==> src/sv/mde_pkg.sv <==
// Shared types, codes and Morse tables for the Morse duration encoder.
// No dependencies; every other file refers to this package by scoped names.
package mde_pkg;

   // Register indexes on the configuration port
   localparam int CSR_INDEX_W = 2;
   localparam logic [CSR_INDEX_W-1:0] CSR_UNIT_TIME     = 2'd0;
   localparam logic [CSR_INDEX_W-1:0] CSR_INITIAL_PAUSE = 2'd1;

   // Reset values of the configuration registers
   localparam logic [11:0] UNIT_TIME_RESET     = 12'd60;
   localparam logic [15:0] INITIAL_PAUSE_RESET = 16'd4000;

   // Gap that precedes the first symbol of a character
   localparam logic [1:0] GAP_NONE    = 2'd0;
   localparam logic [1:0] GAP_INITIAL = 2'd1;
   localparam logic [1:0] GAP_LETTER  = 2'd2;
   localparam logic [1:0] GAP_WORD    = 2'd3;

   // Pending gap state kept by the front end
   localparam logic [1:0] PEND_NONE   = 2'd0;
   localparam logic [1:0] PEND_LETTER = 2'd1;
   localparam logic [1:0] PEND_WORD   = 2'd2;

   // Morse pattern: symbol count, dash bits right-aligned with the first symbol at bit len-1
   typedef struct packed {
      logic [2:0] len;
      logic [4:0] pat;
   } code_type;

   // Work for the back end, one entry per character that yields output
   typedef struct packed {
      logic [1:0] gap;      // gap emitted before the symbols
      logic       has_sym;  // character has symbols
      logic [2:0] sym_len;  // number of symbols
      logic [4:0] sym_pat;  // dash bits, first symbol at bit 4
      logic       has_end;  // closing pause follows
      logic       end_on;   // closing pause is 7 units, else 0
   } job_type;

   function automatic code_type letter_code(input logic [4:0] idx);
      code_type c;
      begin
         case (idx)
            5'd0:    c = '{3'd2, 5'd1};
            5'd1:    c = '{3'd4, 5'd8};
            5'd2:    c = '{3'd4, 5'd10};
            5'd3:    c = '{3'd3, 5'd4};
            5'd4:    c = '{3'd1, 5'd0};
            5'd5:    c = '{3'd4, 5'd2};
            5'd6:    c = '{3'd3, 5'd6};
            5'd7:    c = '{3'd4, 5'd0};
            5'd8:    c = '{3'd2, 5'd0};
            5'd9:    c = '{3'd4, 5'd7};
            5'd10:   c = '{3'd3, 5'd5};
            5'd11:   c = '{3'd4, 5'd4};
            5'd12:   c = '{3'd2, 5'd3};
            5'd13:   c = '{3'd2, 5'd2};
            5'd14:   c = '{3'd3, 5'd7};
            5'd15:   c = '{3'd4, 5'd6};
            5'd16:   c = '{3'd4, 5'd13};
            5'd17:   c = '{3'd3, 5'd2};
            5'd18:   c = '{3'd3, 5'd0};
            5'd19:   c = '{3'd1, 5'd1};
            5'd20:   c = '{3'd3, 5'd1};
            5'd21:   c = '{3'd4, 5'd1};
            5'd22:   c = '{3'd3, 5'd3};
            5'd23:   c = '{3'd4, 5'd9};
            5'd24:   c = '{3'd4, 5'd11};
            5'd25:   c = '{3'd4, 5'd12};
            default: c = '{3'd1, 5'd0};
         endcase
         return c;
      end
   endfunction

   function automatic code_type digit_code(input logic [3:0] idx);
      code_type c;
      begin
         c.len = 3'd5;
         case (idx)
            4'd0:    c.pat = 5'd31;
            4'd1:    c.pat = 5'd15;
            4'd2:    c.pat = 5'd7;
            4'd3:    c.pat = 5'd3;
            4'd4:    c.pat = 5'd1;
            4'd5:    c.pat = 5'd0;
            4'd6:    c.pat = 5'd16;
            4'd7:    c.pat = 5'd24;
            4'd8:    c.pat = 5'd28;
            4'd9:    c.pat = 5'd30;
            default: c.pat = 5'd0;
         endcase
         return c;
      end
   endfunction

endpackage

==> src/sv/morse_duration_encoder_core.sv <==
// Morse duration encoder: text bytes in, on/off durations in ms out.
// Holds the configuration registers; instantiates mde_front, mde_queue, mde_back.
//
// Usage:
//   req_*  : one ASCII byte per item with an end-of-message flag. Accepted
//            when req_valid is high and req_stall low. The front end takes
//            one item per cycle while the job queue has room.
//   rsp_*  : one duration per item, accepted when rsp_valid is high and
//            rsp_stall low. rsp_last marks the closing pause of a message.
//   csr_*  : register writes (index 0 unit_time, 1 initial_pause), always
//            ready; write only while the block is idle.
// Path: an accepted byte is written to the job queue, then loaded into the
//   back-end job register, and its first duration goes to the output register.
// Throughput: one duration per cycle from the back-end sequencer while the
//   output is not stalled; a byte yields 0 to 11 durations (a digit after a
//   gap with the end flag yields 11). Bytes that yield nothing are not queued.
// Reset: clears message state, job queue and output register; configuration
//   returns to 60 ms unit and 4000 ms initial pause.
// Stall: a stalled result holds in the output register; the back end waits,
//   and the front end keeps accepting until the queue of QUEUE_DEPTH jobs fills.
module morse_duration_encoder_core #(
   parameter int QUEUE_DEPTH = 4
) (
   input  logic                            clock,
   input  logic                            reset,
   input  logic                            req_valid,
   output logic                            req_stall,
   input  logic [7:0]                      req_char_code,
   input  logic                            req_end_of_message,
   output logic                            rsp_valid,
   input  logic                            rsp_stall,
   output logic [15:0]                     rsp_duration,
   output logic                            rsp_is_on,
   output logic                            rsp_last,
   input  logic                            csr_valid,
   output logic                            csr_ready,
   input  logic [mde_pkg::CSR_INDEX_W-1:0] csr_index,
   input  logic [15:0]                     csr_data
);

   logic [11:0] unit_time_ff;
   logic [15:0] initial_pause_ff;

   logic             push, queue_full, pop, head_valid;
   mde_pkg::job_type push_job, head_job;

   // Configuration registers
   assign csr_ready = 1'b1;

   always_ff @(posedge clock) begin
      if (reset) begin
         unit_time_ff     <= mde_pkg::UNIT_TIME_RESET;
         initial_pause_ff <= mde_pkg::INITIAL_PAUSE_RESET;
      end else if (csr_valid && csr_ready) begin
         case (csr_index)
            mde_pkg::CSR_UNIT_TIME:     unit_time_ff     <= csr_data[11:0];
            mde_pkg::CSR_INITIAL_PAUSE: initial_pause_ff <= csr_data;
            default: begin
            end
         endcase
      end
   end

   mde_front u_front (
      .clock              (clock),
      .reset              (reset),
      .req_valid          (req_valid),
      .req_stall          (req_stall),
      .req_char_code      (req_char_code),
      .req_end_of_message (req_end_of_message),
      .queue_full         (queue_full),
      .push               (push),
      .job                (push_job)
   );

   mde_queue #(
      .DEPTH (QUEUE_DEPTH)
   ) u_queue (
      .clock      (clock),
      .reset      (reset),
      .push       (push),
      .push_job   (push_job),
      .full       (queue_full),
      .pop        (pop),
      .head_valid (head_valid),
      .head_job   (head_job)
   );

   mde_back u_back (
      .clock         (clock),
      .reset         (reset),
      .unit_time     (unit_time_ff),
      .initial_pause (initial_pause_ff),
      .head_valid    (head_valid),
      .head_job      (head_job),
      .pop           (pop),
      .rsp_valid     (rsp_valid),
      .rsp_stall     (rsp_stall),
      .rsp_duration  (rsp_duration),
      .rsp_is_on     (rsp_is_on),
      .rsp_last      (rsp_last)
   );

   // A closing pause is never a mark
   assert property (@(posedge clock) disable iff (reset)
      rsp_valid |-> !(rsp_is_on && rsp_last))
      else $error("closing pause flagged as mark");

   // The front end never pushes into a full queue
   assert property (@(posedge clock) disable iff (reset)
      push |-> !queue_full)
      else $error("job pushed into full queue");

   // Nothing is offered right after reset
   assert property (@(posedge clock)
      reset |=> !rsp_valid)
      else $error("result valid after reset");

endmodule

==> src/sv/mde_front.sv <==
// Front end of the Morse duration encoder: classifies each text byte,
// tracks message state and builds back-end jobs. Uses mde_pkg.
module mde_front (
   input  logic             clock,
   input  logic             reset,
   input  logic             req_valid,
   output logic             req_stall,
   input  logic [7:0]       req_char_code,
   input  logic             req_end_of_message,
   input  logic             queue_full,
   output logic             push,
   output mde_pkg::job_type job
);

   logic       started_ff, started_in;
   logic [1:0] pending_ff, pending_in;

   logic [7:0]        folded;
   logic [7:0]        letter_off;
   logic [7:0]        digit_off;
   logic              is_letter, is_digit, is_space, is_sym, accept, end_on;
   mde_pkg::code_type code;

   // Fold case and classify the byte
   always_comb begin
      folded = req_char_code;
      if (req_char_code inside {[8'd97:8'd122]}) begin
         folded = req_char_code - 8'd32;
      end
      is_letter  = folded inside {[8'd65:8'd90]};
      is_digit   = req_char_code inside {[8'd48:8'd57]};
      is_space   = (req_char_code == 8'd32);
      is_sym     = is_letter || is_digit;
      letter_off = folded - 8'd65;
      digit_off  = req_char_code - 8'd48;
      if (is_letter) begin
         code = mde_pkg::letter_code(letter_off[4:0]);
      end else begin
         code = mde_pkg::digit_code(digit_off[3:0]);
      end
   end

   assign req_stall = queue_full;
   assign accept    = req_valid && !queue_full;
   assign push      = accept && (is_sym || req_end_of_message);

   // Advance message state
   always_comb begin
      started_in = started_ff;
      pending_in = pending_ff;
      if (is_space && started_ff) begin
         pending_in = mde_pkg::PEND_WORD;
      end
      if (is_sym) begin
         started_in = 1'b1;
         pending_in = mde_pkg::PEND_LETTER;
      end
      end_on = started_in;
      if (req_end_of_message) begin
         started_in = 1'b0;
         pending_in = mde_pkg::PEND_NONE;
      end
   end

   // Build the job
   always_comb begin
      if (!started_ff) begin
         job.gap = mde_pkg::GAP_INITIAL;
      end else if (pending_ff == mde_pkg::PEND_LETTER) begin
         job.gap = mde_pkg::GAP_LETTER;
      end else if (pending_ff == mde_pkg::PEND_NONE) begin
         job.gap = mde_pkg::GAP_NONE;
      end else begin
         job.gap = mde_pkg::GAP_WORD;
      end
      if (!is_sym) begin
         job.gap = mde_pkg::GAP_NONE;
      end
      job.has_sym = is_sym;
      job.sym_len = code.len;
      job.sym_pat = code.pat << (3'd5 - code.len);
      job.has_end = req_end_of_message;
      job.end_on  = end_on;
   end

   always_ff @(posedge clock) begin
      if (reset) begin
         started_ff <= 1'b0;
         pending_ff <= mde_pkg::PEND_NONE;
      end else if (accept) begin
         started_ff <= started_in;
         pending_ff <= pending_in;
      end
   end

endmodule

==> src/sv/mde_queue.sv <==
// Short job queue between front and back end of the Morse encoder.
// Register-based circular buffer of mde_pkg::job_type entries.
module mde_queue #(
   parameter int DEPTH = 4
) (
   input  logic             clock,
   input  logic             reset,
   input  logic             push,
   input  mde_pkg::job_type push_job,
   output logic             full,
   input  logic             pop,
   output logic             head_valid,
   output mde_pkg::job_type head_job
);

   localparam int PTR_W = (DEPTH > 1) ? $clog2(DEPTH) : 1;
   localparam int CNT_W = $clog2(DEPTH + 1);
   localparam logic [PTR_W-1:0] LAST_PTR = PTR_W'(DEPTH - 1);
   localparam logic [CNT_W-1:0] FULL_CNT = CNT_W'(DEPTH);

   mde_pkg::job_type  entry_ff [DEPTH];
   logic [PTR_W-1:0]  wr_ptr_ff, wr_ptr_in;
   logic [PTR_W-1:0]  rd_ptr_ff, rd_ptr_in;
   logic [CNT_W-1:0]  count_ff, count_in;
   logic              do_push, do_pop;

   assign full       = (count_ff == FULL_CNT);
   assign head_valid = (count_ff != '0);
   assign head_job   = entry_ff[rd_ptr_ff];
   assign do_push    = push && !full;
   assign do_pop     = pop && head_valid;

   // Advance pointers with wrap at the depth
   always_comb begin
      wr_ptr_in = wr_ptr_ff;
      rd_ptr_in = rd_ptr_ff;
      count_in  = count_ff;
      if (do_push) begin
         wr_ptr_in = (wr_ptr_ff == LAST_PTR) ? '0 : wr_ptr_ff + 1'b1;
      end
      if (do_pop) begin
         rd_ptr_in = (rd_ptr_ff == LAST_PTR) ? '0 : rd_ptr_ff + 1'b1;
      end
      if (do_push && !do_pop) begin
         count_in = count_ff + 1'b1;
      end else if (do_pop && !do_push) begin
         count_in = count_ff - 1'b1;
      end
   end

   always_ff @(posedge clock) begin
      if (reset) begin
         wr_ptr_ff <= '0;
         rd_ptr_ff <= '0;
         count_ff  <= '0;
      end else begin
         wr_ptr_ff <= wr_ptr_in;
         rd_ptr_ff <= rd_ptr_in;
         count_ff  <= count_in;
      end
   end

   // Store the pushed entry
   always_ff @(posedge clock) begin
      if (do_push) begin
         entry_ff[wr_ptr_ff] <= push_job;
      end
   end

endmodule

==> src/sv/mde_back.sv <==
// Back end of the Morse encoder: plays out one job as a run of durations,
// one per cycle while the output is not stalled, into the output register. Uses mde_pkg.
module mde_back (
   input  logic             clock,
   input  logic             reset,
   input  logic [11:0]      unit_time,
   input  logic [15:0]      initial_pause,
   input  logic             head_valid,
   input  mde_pkg::job_type head_job,
   output logic             pop,
   output logic             rsp_valid,
   input  logic             rsp_stall,
   output logic [15:0]      rsp_duration,
   output logic             rsp_is_on,
   output logic             rsp_last
);

   localparam logic [1:0] PH_GAP   = 2'd0;
   localparam logic [1:0] PH_MARK  = 2'd1;
   localparam logic [1:0] PH_SPACE = 2'd2;
   localparam logic [1:0] PH_END   = 2'd3;

   logic             busy_ff, busy_in;
   logic [1:0]       phase_ff, phase_in;
   logic [2:0]       remain_ff, remain_in;
   logic [4:0]       pat_ff, pat_in;
   mde_pkg::job_type job_ff, job_in;

   logic             out_valid_ff, out_valid_in;
   logic [15:0]      out_dur_ff, out_dur_in;
   logic             out_on_ff, out_on_in;
   logic             out_last_ff, out_last_in;

   logic [15:0] u1, u3, u7;
   logic        out_free, emit, last_elem, load;

   // Unit multiples
   assign u1 = {4'd0, unit_time};
   assign u3 = (u1 << 1) + u1;
   assign u7 = (u1 << 3) - u1;

   assign out_free = !out_valid_ff || !rsp_stall;
   assign emit     = busy_ff && out_free;

   // Select the current duration and whether it closes the job
   always_comb begin
      out_dur_in  = u1;
      out_on_in   = 1'b0;
      out_last_in = 1'b0;
      last_elem   = 1'b0;
      case (phase_ff)
         PH_GAP: begin
            case (job_ff.gap)
               mde_pkg::GAP_INITIAL: out_dur_in = initial_pause;
               mde_pkg::GAP_LETTER:  out_dur_in = u3;
               default:              out_dur_in = u7;
            endcase
            last_elem = !job_ff.has_sym && !job_ff.has_end;
         end
         PH_MARK: begin
            out_dur_in = pat_ff[4] ? u3 : u1;
            out_on_in  = 1'b1;
            last_elem  = (remain_ff == 3'd1) && !job_ff.has_end;
         end
         PH_SPACE: begin
            out_dur_in = u1;
         end
         PH_END: begin
            out_dur_in  = job_ff.end_on ? u7 : 16'd0;
            out_last_in = 1'b1;
            last_elem   = 1'b1;
         end
         default: begin
            out_dur_in = u1;
         end
      endcase
   end

   assign load = head_valid && (!busy_ff || (emit && last_elem));
   assign pop  = load;

   // Step the sequencer
   always_comb begin
      busy_in   = busy_ff;
      phase_in  = phase_ff;
      remain_in = remain_ff;
      pat_in    = pat_ff;
      job_in    = job_ff;
      if (load) begin
         busy_in   = 1'b1;
         job_in    = head_job;
         remain_in = head_job.sym_len;
         pat_in    = head_job.sym_pat;
         if (head_job.gap != mde_pkg::GAP_NONE) begin
            phase_in = PH_GAP;
         end else if (head_job.has_sym) begin
            phase_in = PH_MARK;
         end else begin
            phase_in = PH_END;
         end
      end else if (emit) begin
         if (last_elem) begin
            busy_in = 1'b0;
         end
         case (phase_ff)
            PH_GAP: phase_in = job_ff.has_sym ? PH_MARK : PH_END;
            PH_MARK: begin
               remain_in = remain_ff - 3'd1;
               pat_in    = pat_ff << 1;
               phase_in  = (remain_ff == 3'd1) ? PH_END : PH_SPACE;
            end
            PH_SPACE: phase_in = PH_MARK;
            default:  phase_in = PH_END;
         endcase
      end
   end

   assign out_valid_in = out_free ? busy_ff : out_valid_ff;

   always_ff @(posedge clock) begin
      if (reset) begin
         busy_ff      <= 1'b0;
         phase_ff     <= PH_GAP;
         out_valid_ff <= 1'b0;
      end else begin
         busy_ff      <= busy_in;
         phase_ff     <= phase_in;
         out_valid_ff <= out_valid_in;
      end
   end

   // Payload registers
   always_ff @(posedge clock) begin
      remain_ff <= remain_in;
      pat_ff    <= pat_in;
      job_ff    <= job_in;
      if (emit) begin
         out_dur_ff  <= out_dur_in;
         out_on_ff   <= out_on_in;
         out_last_ff <= out_last_in;
      end
   end

   assign rsp_valid    = out_valid_ff;
   assign rsp_duration = out_dur_ff;
   assign rsp_is_on    = out_on_ff;
   assign rsp_last     = out_last_ff;

endmodule
==> config.mk <==
export PLATFORM = sky130hd
export DESIGN_NAME = morse_duration_encoder_core
export DESIGN_NICKNAME = d
export VERILOG_FILES = /design/src/sv/mde_pkg.sv /design/src/sv/morse_duration_encoder_core.sv /design/src/sv/mde_front.sv /design/src/sv/mde_queue.sv /design/src/sv/mde_back.sv
export SDC_FILE = /design/constraint.sdc
export NUM_CORES = 1
export LEC_CHECK = 0
export BUFFER_PORTS_ARGS = -buffer_cell sky130_fd_sc_hd__buf_4
export CORE_ASPECT_RATIO = 0.6
export CORE_MARGIN = 4
export CORE_UTILIZATION = 60
export DETAILED_ROUTE_END_ITERATION = 10
export GPL_TIMING_DRIVEN = 0
export PLACE_DENSITY = 0.89
export SLEW_MARGIN = 20
export SYNTH_ARGS = -nofsm -noshare
export SYNTH_HDL_FRONTEND = slang
export SYNTH_SLANG_ARGS = --single-unit
==> constraint.sdc <==
create_clock -name clock -period 5 [get_ports clock]
set_input_delay 0.5 -clock clock [delete_from_list [all_inputs] [get_ports clock]]
set_output_delay 0.5 -clock clock [all_outputs]
set_load 0.03 [all_outputs]
* Word level (Yosys, flattened, before mapping)
Memory sizes are Yosys's and may differ from the RTL's. A register that Yosys moved wholly into a read port is not among the register bits. Index checks and enable logic that the tools add are counted.
Word-level totals: memory bits (read-only) 304, output and inout bits 21, logic and storage cells 136, RAM bits 52, flip-flop bits (word level) 73, bits of input ports 32, memories kept 3
Operators by class: shifts and indexed selects 1, equality and inequality tests 12, mux-type cells 42, $lt $le $gt $ge 6, add/subtract/negate cells 11, reduce and logical (&&, ||, !) cells 42
Memories:
- (name not given) | words 32, width 7, rd ports 1, clocked after Yosys merged registers in 0, write ports 0, line mde_pkg.sv:44 | case (idx)
- (name not given) | words 16, width 5, rd ports 1, clocked after Yosys merged registers in 0, write ports 0, line mde_pkg.sv:81 | case (idx)
- u_queue.entry_ff | words 4, width 13, rd ports 1, clocked after Yosys merged registers in 1, write ports 1, line mde_queue.sv:21 | mde_pkg::job_type entry_ff [DEPTH];
Operators with widths (number):
- $pmux 16 s4 | 1
- $mux 16 | 2
- $mux 2 | 16
- $pmux 16 s2 | 1
- $ge 8x7->1 const B | 2
- $le 8x7->1 const B | 2
- $mux 8 | 2
- $sub 15x12->16 | 1
- $logic_and 1x1->1 | 15
- $mux 3 | 5
- $mux 5 | 3
- $add 13x12->14 | 1
- $eq 2x2->1 const B | 5
- $mux 1 | 10
- $reduce_and 2->1 | 5
- $reduce_bool 2->1 | 5
- $eq 2x1->1 const B | 4
- $eq 8x6->1 const B | 1
- $ge 8x6->1 const B | 1
- $le 8x6->1 const B | 1
- $logic_not 1->1 | 8
- $sub 8x6->8 const B | 1
- $logic_not 2->1 | 3
- $pmux 2 s3 | 1
- 12 further kinds | 18

* Depth between registers and ports, before layout
depth in word-level cells 13, gate-level depth with buffers 17, gate-level depth less buffers 13

* Modules after synthesis
Synthesis repeated with hierarchy kept, for this count alone.
Unflattened totals: cells, all modules 822, area, all modules 8249.2 um2
By module, submodules not included:
- mde_back | seq. area each 1011.0 um2, area an instance 3244.4 um2, times used 1, cells an instance 377
- mde_queue | seq. area each 1741.7 um2, area an instance 2363.5 um2, times used 1, cells an instance 117
- mde_front | seq. area each 60.1 um2, area an instance 1435.1 um2, times used 1, cells an instance 207
- morse_duration_encoder_core | seq. area each 560.5 um2, area an instance 1206.2 um2, times used 1, cells an instance 121

* Least setup slack after synthesis
No wires, ideal clock.
path kind input to register, start input port req_char_code[1], end memory u_queue.entry_ff[0][6] in the netlist's numbering, data pin, slack 1.323 ns, data required time 4.856 ns, path buffers 4, data arrival time 3.533 ns, stages 15, library setup time 0.144 ns, path through buf_2 -> buf_2 -> inv_1 -> ha_1 -> clkbuf_1 -> inv_1 -> ha_1 -> buf_2 -> nor3b_1 -> nor3_1 -> o41ai_1 -> o31ai_1 -> or2_2 -> o32ai_1 -> or3_1
RTL lines:
- start: declaration | line morse_duration_encoder_core.sv:28 | input logic [7:0] req_char_code,
- end: declaration | line mde_queue.sv:21

==> flow_summary.json <==
{
  "ios": 53,
  "port_buffers": 49,
  "run_status": "finished, final reports clean",
  "end_kind": "flop",
  "synth_top_family_by_area": "compound AO/OA/AOI/OAI gates",
  "ys_ff_latch": 127,
  "cts_tree": "yes",
  "async_flop_share": 0,
  "synthToLayoutAreaGrowth_pct": 15.4,
  "postCtsSetupRepairBufs": 0,
  "synth_edf_count": 83,
  "ys_seq_area_frac": 0.445,
  "antenna_cells": 0,
  "firstDrtPassIters": 6,
  "grt_max_degree": 17,
  "die_y_microns": 95.1,
  "path_max_fanout": 10,
  "synthSimpleGateAreaFrac": 0.155,
  "syn_area_per_cell_sq_um": 9.92,
  "place_area_sq_mm": 0.00818,
  "maxCapViolCount": 0,
  "clk_path_buf_depth": 2,
  "peakVddDrop_uv": 351,
  "insertion_delay_ns": 0.43,
  "place_hpwl_microns": 15100,
  "grt_pass1_wl_microns": 32600,
  "drc": 0,
  "ant_nets": 0,
  "initial_utilization": 0.621,
  "powerDensity_mw_per_mm2": 523,
  "grt_remaining_overflow": 0,
  "gp_routability_congestion": 0.991,
  "tightestPinTransition_ns": 0.931,
  "drt-total-wl_microns": 20800,
  "ys_types": 78,
  "final_max_slew_viol_count": 0,
  "fp.coreArea_sq_mm": 0.0122,
  "fin_area_sq_mm": 0.00875,
  "fin_crit_sh": 0.915,
  "cts_resized": 0,
  "cts.sinks": 127,
  "finalSetupViolations": 0,
  "numCtsBuffers": 17,
  "rsz0062_at_grt": "no",
  "syn_inst": 765,
  "fin_skew_ns": 0.0157,
  "ys.flop_type": "edfxtp_1",
  "hold_path.class": "in -> reg",
  "htreeDepth": 4,
  "dr_total_vias": 6591,
  "first_iter_violations": 908,
  "cts_hold_buf": 0,
  "muxShareOfSynthArea": 0.0571,
  "synth_area_sq_mm": 0.00759,
  "clk_pin_slew_worst_paths_ns": 0.06,
  "arrival_ns": 4.83,
  "p_leak_nw": 3.37,
  "synth_nets": 844,
  "min_period_ns": 4.57,
  "antenna_found_initial": 0,
  "die_w_microns": 153,
  "rows": 31,
  "worstSetupPathType": "in -> reg",
  "synth_xor_area_frac": 0.0298,
  "cp-start-kind": "input port",
  "max_freq_mhz": 219,
  "grt_pass1_vias": 6050,
  "die-area_sq_mm": 0.0146,
  "fin_nets": 913,
  "hold_violations": 0,
  "drive_above_1_share": 0.155,
  "finalSetupTns_ns": 0,
  "synth_warnings": 0,
  "synthAdderAreaFrac": 0.0808,
  "synth_compound_area_frac": 0.189,
  "root_buffer": "clkbuf_16",
  "via_per_inst": 6.51,
  "worstPathRequired_ns": 5.26,
  "grt_usage": 0.290,
  "slew_headroom": 0.380,
  "wl_per_cell_microns": 20.6
}
==> worst max-delay path: stages <==
cell and delay (ns):
buf_4 0.15, buf_2 0.19, buf_2 0.22, inv_1 0.21
ha_1 0.25, clkbuf_1 0.47, inv_1 0.14, ha_1 0.38
buf_2 0.24, nor3b_1 0.27, nor3_1 0.09, o41ai_1 0.54
o31ai_1 0.28, or2_2 0.37, o32ai_1 0.27, or3_1 0.25
==> cell usage after synthesis, drive strengths merged (4+ instances only) <==
master,n,share of area
and3,4,0.0033
nor3,12,0.0079
mux2,5,0.0079
inv,36,0.018
nor3b,6,0.0066
nor2b,10,0.0082
xor2,8,0.0092
or2,5,0.0041
a21oi,70,0.047
a31oi,4,0.0033
buf,14,0.012
xnor2,17,0.021
a22oi,6,0.0059
nand3b,8,0.0079
o211ai,8,0.0079
nand2,96,0.048
o21a,7,0.0069
nor2,54,0.027
o22ai,12,0.0099
a21boi,5,0.0049
edfxtp,83,0.33
clkbuf,25,0.012
a21o,4,0.0040
a221o,8,0.011
mux2i,8,0.011
o31ai,4,0.0046
nand2b,5,0.0041
nand3,9,0.0059
nor4,6,0.0049
mux4,13,0.039
o21ai,41,0.027
a211o,5,0.0058
a211oi,10,0.0099
a221oi,6,0.0069
and2,8,0.0069
or3,9,0.0074
ha,45,0.074
dfxtp,44,0.12
==> flip-flops by register name (all words and copies together) (netlist names), 3 cells and up, named ones only <==
name                 cells
u_back.rsp_duration     16
u_back.job_ff            5
u_queue.count_ff         3
unit_time_ff            12
initial_pause_ff        16
u_back.remain_ff         3
u_back.pat_ff            5
u_queue.entry_ff        52
==> routing by layer <==
layer | routed length (microns) | part of all wire | global-route usage
met1 | 8930 | 0.43 | 0.428
met4 | 307 | 0.015 | 0.0712
met5 | 0 | 0 | 0
met2 | 8190 | 0.39 | 0.385
met3 | 3410 | 0.16 | 0.131
==> cells by family (layout without fill, tap and decap cells) <==
group                    Yosys count  in the layout
AO/OA/AOI/OAI                    219            219
XOR/XNOR                          25             25
adder cells (fa/ha/maj)           48             48
buffers and inverters             77            159
flip-flops                       127            127
multiplexers                      26             26
other                              1              1
AND/OR/NAND/NOR                  242            242
==> metrics by stage <==
stage / instances / setup slack (ns) / power, mW / hold WS, ns / utilization
5_1_grt: 1012 / 0.306 / 4.77 / 0.294 / 0.716
3_5_place_dp: 980 / 0.308 / 3.30 / 0.460 / 0.669
3_3_place_gp: 979 / 0.358 / 3.25 / 0.457 / 0.668
2_1_floorplan: 765 / 1.32 / 2.76 / 0.434 / -
4_1_cts: 1012 / 0.697 / 4.51 / 0.287 / 0.716
6_report: 1012 / 0.426 / 4.58 / 0.298 / 0.716
==> final cells by class <==
type / instances / area (sq um)
fill: 866 / 3470
tap: 165 / 206
buffer: 39 / 184
inverter: 38 / 143
timing repair buffer: 50 / 379
clock buffer: 21 / 504
sequential: 127 / 3370
multi-input combinational: 561 / 3890
clock inverter: 11 / 71.3
==> power breakdown <==
group,switching [mW],internal [mW],total (mW),leakage [nW]
registers,0.107,1.42,1.53,1.14
logic,1.16,0.685,1.85,1.94
clock network,0.479,0.724,1.20,0.294
total,1.75,2.83,4.58,3.37
==> final timing paths <==
| check | startpoint | endpoint | slack [ns] | depth (start not counted) |
|---|---|---|---|---|
| hold reg to reg | initial_pause_ff[4]$_SDFFE_PP0P_ | initial_pause_ff[4]$_SDFFE_PP0P_ | 0.50 | 2 |
| hold / removal | csr_data[2] | unit_time_ff[2]$_SDFFE_PP1P_ | 0.30 | 2 |
| setup reg to reg | u_back.busy_ff$_SDFFE_PP0P_ | u_queue.count_ff[2]$_SDFFE_PP0P_ | 1.67 | 11 |
| setup / recovery | req_char_code[1] | u_queue.entry_ff[1][6]$_DFFE_PP_ | 0.43 | 16 |
==> cell usage in the layout, fill, tap and decap left out, types with 5 or more instances in the layout <==
cell       Yosys  routed
a211o_1        5       5
a211oi_1      10      10
a21oi_1       69      69
a221o_1        8       8
a221oi_1       6       6
a22oi_1        6       6
and2_1         7       7
buf_2          9       9
buf_4          1      50
clkbuf_1      25      26
clkbuf_16      0      20
dfxtp_1       44      44
edfxtp_1      83      83
ha_1          45      45
inv_1         36      36
mux2i_1        8       8
mux4_2        13      13
nand2_1       95      95
nand2b_1       5       5
nand3_1        9       9
nand3b_1       8       8
nor2_1        53      53
nor2b_1       10      10
nor3_1        12      12
nor3b_1        5       5
nor4_1         6       6
o211ai_1       8       8
o21a_1         7       7
o21ai_0       39      39
o22ai_1       12      12
or2_2          5       5
or3_1          9       9
xnor2_1       16      16
xor2_1         8       8
Power figures use the tool's default switching activity.
